File: config.mk
export PLATFORM = sky130hd
export DESIGN_NAME = sgci_sqrt
export DESIGN_NICKNAME = d
export VERILOG_FILES = /design/src/hdl/sgci_sqrt.sv
export SDC_FILE = /design/constraint.sdc
export NUM_CORES = 2
export LEC_CHECK = 0
export BUFFER_PORTS_ARGS = -buffer_cell sky130_fd_sc_hd__buf_2
export CAP_MARGIN = 20
export CORE_AREA = 2 2 516 518
export CTS_CLUSTER_SIZE = 25
export DETAILED_ROUTE_END_ITERATION = 6
export DIE_AREA = 0 0 518 520
export HOLD_SLACK_MARGIN = 0.06
export PLACE_DENSITY = 0.68
export SETUP_SLACK_MARGIN = 0.1
export SLEW_MARGIN = 20
export SYNTH_ARGS = -nofsm -noshare
export SYNTH_HDL_FRONTEND = slang
export SYNTH_SLANG_ARGS = --single-unit
File: constraint.sdc
create_clock -name clk_i -period 3.5 [get_ports clk_i]
set_clock_uncertainty 0.15 [all_clocks]
set_input_delay 0.175 -clock clk_i [delete_from_list [all_inputs] [get_ports clk_i]]
set_output_delay 0.175 -clock clk_i [all_outputs]
set_load 0.01 [all_outputs]
File: src/hdl/sgci_sqrt.sv
// pipelined integer square root, one result bit per stage
// no dependencies
`default_nettype none

module sgci_sqrt #(
  parameter int N_W    = 66,
  parameter int SIDE_W = 1
) (
  input  logic                   clk_i,
  input  logic                   rst_ni,
  input  logic                   en_i,
  input  logic                   vld_i,
  input  logic [N_W-1:0]         rad_i,
  input  logic [SIDE_W-1:0]      side_i,
  output logic                   vld_o,
  output logic [(N_W+1)/2-1:0]   root_o,
  output logic [SIDE_W-1:0]      side_o
);

  localparam int R_W = (N_W + 1) / 2;
  localparam int T_W = N_W + 2;

  logic              vld_s  [R_W+1];
  logic [N_W-1:0]    rem_s  [R_W+1];
  logic [R_W-1:0]    res_s  [R_W+1];
  logic [SIDE_W-1:0] side_s [R_W+1];

  always_comb begin
    vld_s[0]  = vld_i;
    rem_s[0]  = rad_i;
    res_s[0]  = '0;
    side_s[0] = side_i;
  end

  for (genvar j = 1; j <= R_W; j++) begin : g_stage
    localparam int K = R_W - j;
    logic [T_W-1:0] trial;
    logic           fit;

    always_comb begin
      trial = (T_W'(res_s[j-1]) << (K + 1)) + (T_W'(1) << (2 * K));
      fit   = T_W'(rem_s[j-1]) >= trial;
    end

    always_ff @(posedge clk_i or negedge rst_ni) begin
      if (!rst_ni) begin
        vld_s[j] <= 1'b0;
      end else if (en_i) begin
        vld_s[j] <= vld_s[j-1];
      end
    end

    always_ff @(posedge clk_i) begin
      if (en_i) begin
        side_s[j] <= side_s[j-1];
        if (fit) begin
          rem_s[j] <= N_W'(T_W'(rem_s[j-1]) - trial);
          res_s[j] <= res_s[j-1] | (R_W'(1) << K);
        end else begin
          rem_s[j] <= rem_s[j-1];
          res_s[j] <= res_s[j-1];
        end
      end
    end
  end

  assign vld_o  = vld_s[R_W];
  assign root_o = res_s[R_W];
  assign side_o = side_s[R_W];

endmodule

`default_nettype wire

==> results_dict.tcl <==
set metrics [dict create \
    core_area_mm2 0.264 \
    path_cells "inv_2 -> ha_4 -> nor2b_4 -> o31a_1 -> o31a_1 -> a2111o_1 -> a221o_1 -> a21o_1 -> or4b_4 -> buf_6 -> nor3_4 -> xor2_1" \
    start_util 0.497 \
    r2r-end "rem_s[118]" \
    cts_tree "yes" \
    busiest_layer "met2" \
    clk_pin_slew_ns 0.06 \
    worstPathArrival_ns 4.28 \
    die_x_um 518 \
    synth-async-reset-ratio 0.0120 \
    drive_gt1_frac 0.252 \
    dp_cells 15200 \
    nNetsFinal 13000 \
    slew_headroom 0.324 \
    syn2layout_area_growth_pct 26.6 \
    holdPathStages 2 \
    routabilityCongestion 0.966 \
    finalNonFillerCells 16100 \
    reg2regPathDepth 12 \
    synth_cell_type_count 100 \
    hold_class "in2reg" \
    hpwl_um 283000 \
    peakVddDrop_uv 663 \
    worst-path-buf-inv 2 \
    drt-total-wl_um 384000 \
    layout_commonest_cell "edfxtp_1" \
    violations "setup timing" \
    design.die.area_mm2 0.269 \
    crit_path_start_kind "flip-flop" \
    antenna_left 0 \
    grt_overflow 0 \
    avgSynthCellArea_um2 12.6 \
    synth_edf_count 2706 \
    antenna_found_initial 14 \
    drt-initial-drc-count 8136 \
    cpMostUsedCell "o31a_1" \
    finalCritPeriodShare 1.08 \
    io_pins 106 \
    worst_path_max_delay_cell "or4b_4" \
    ys_ff_latch 2739 \
    critPathKind "reg2reg" \
    worstSetupStartpoint "res_s[68]" \
    cts_buffers 298 \
    worstHoldEndpoint "rem_s[1229]" \
    grt_use_met1 0.334 \
    met3_usage 0.0293 \
    cts_root_buf "clkbuf_16" \
    io_buffers 105 \
    yosysSeqAreaShare 0.626 \
    stdcell_area_mm2 0.166 \
    grt_max_degree 165 \
    syn_inst 10400 \
    routedWlPerCell_um 23.8 \
    report.final.slew_viol_count 0 \
    hold_viol 0 \
    worst_pin_slew_ns 1.00 \
    required_ns 3.99 \
    synth_top_flop_cell "edfxtp_1" \
    rows 189 \
    place_ws_ns -0.430 \
    numClockSinks 2739 \
    synth_warnings 0 \
    outcome "finished with violations" \
    die_h_um 520 \
    fin_setup_tns_ns -9.97 \
    fin_crit_ns 3.79 \
    reg2reg_slack_ns -0.29 \
    placed_cell_area_mm2 0.146 \
    hp-start "en_i" \
    end_kind "flip-flop" \
    grt_setup_unrepaired "true" \
    dr.pass1.iters 6 \
    setup_viol 107 \
    fin_ws_ns -0.292 \
    finalPower_w 0.108 \
    drt_drc_violations_left 0 \
    htreeDepth 5 \
    clock_latency_ns 0.94 \
    grt_pass1_vias 90900 \
    netlist_area_mm2 0.131 \
    timing.rr.start "res_s[68]" \
    avgViaCountPerCell 5.75 \
    grt_pass1_wl_um 558000 \
    via_count 92600 \
    power-per-cell-area_mw_per_mm2 652 \
    max_freq_mhz 264 \
    maxCapViolCount 0 \
    crit_fanout 6 \
    critPathTopFamily "compound AO/OA/AOI/OAI gates" \
    p_leak_nw 64.2 \
    grt_use_total 0.272 \
    final_cell_mix "edfxtp_1 (2706), buf_4 (1386), inv_1 (719)" \
    grt_use_met2 0.475 \
    syn_nets 11100 \
    clockBufferDepth 4 \
    critPathMaxStageDelay_ns 0.50 \
]
[registers in the layout, indices dropped and copies added, names as in the netlist]
register  flops
vld_o         1
side_s       32
side_o        1
rem_s      2112
root_o       33
res_s       528
vld_s        32
[metrics by stage]
stage / utilization / hold WS (ns)
finish: 0.629 / 0.157
global route: 0.629 / 0.140
CTS: 0.607 / 0.106
detailed placement: 0.552 / 0.138
global placement: 0.552 / 0.0981
floorplan: - / -0.271
[routing by layer]
layer  share of wire  routed length (um)
met1            0.39              149000
met2            0.50              191000
met5        0.000031                  12
met4           0.062               23700
met3           0.052               20100
[kinds of logic (layout without fill, tap and decap cells)]
kind of cell	count (synthesis)	count (layout)	synth area share
simple gates	3089	3090	0.122
flops	2739	2739	0.626
compound gates	1944	1944	0.0917
buf+inv	961	3098	0.0279
xor+xnor	946	946	0.0632
fa+ha+maj	590	590	0.0563
mux	148	148	0.0126
other cells	0	18	0
[where the power goes]
group	total, W	switching [W]	internal, W
registers	0.0456	0.00390	0.0417
clock network	0.0329	0.0136	0.0193
logic	0.0297	0.0159	0.0138
[synth_stat cells (all sizes together), types with 74 or more instances]
cell    count  area (um2)
inv       742        2790
nor3      253        1270
clkbuf    169         634
nand2b    124         776
or3       101         637
nand4     181        1130
o21ai     426        2130
nor2b      74         463
xnor2     508        4450
nor4      368        2330
mux2      139        1570
or4        92         702
nand2     621        2330
a21oi     717        3600
nand3     186         931
nor2      747        2800
ha        590        7380
a21o      190        1430
edfxtp   2706       81300
xor2      438        3840
o21a      103         773
[area by class of cell]
class	instances	area [um2]
Fill cell	19900	97900
Sequential cell	2739	82100
Multi-Input combinational cell	6718	51200
Timing Repair Buffer	1819	15300
Clock buffer	333	7610
Tap cell	3533	4420
Inverter	742	2820
Clock inverter	204	2550
Antenna cell	18	45.0
[worst reg2reg max path: stages (launching register included)]
cell and delay [ns]:
edfxtp_1 0.40, inv_2 0.09, ha_4 0.20, nor2b_4 0.12, o31a_1 0.26, o31a_1 0.30, a2111o_1 0.43, a221o_1 0.45
a21o_1 0.23, or4b_4 0.50, buf_6 0.16, nor3_4 0.11, xor2_1 0.09
[worst max path at each step]
stage	depth (start not counted)	to	slack, ns
4_1_cts	12	rem_s[118]	-0.29
3_5_place_dp	12	rem_s[73]	-0.43
5_1_grt	12	rem_s[118]	-0.40
6_report	12	rem_s[118]	-0.29
2_1_floorplan	12	rem_s[118]	-0.02
3_3_place_gp	12	rem_s[122]	-0.31
[what timing repair did]
item                                   in CTS  in global routing
gates resized for setup                   430                831
cloned                                      8                 18
pin swaps                                 155                259
hold buffers                              141                  0
endpoints found under the hold margin    1311                  0
buffers inserted                           87                177
setup endpoints to repair                 566                696
(Power assumes the default switching activity.)
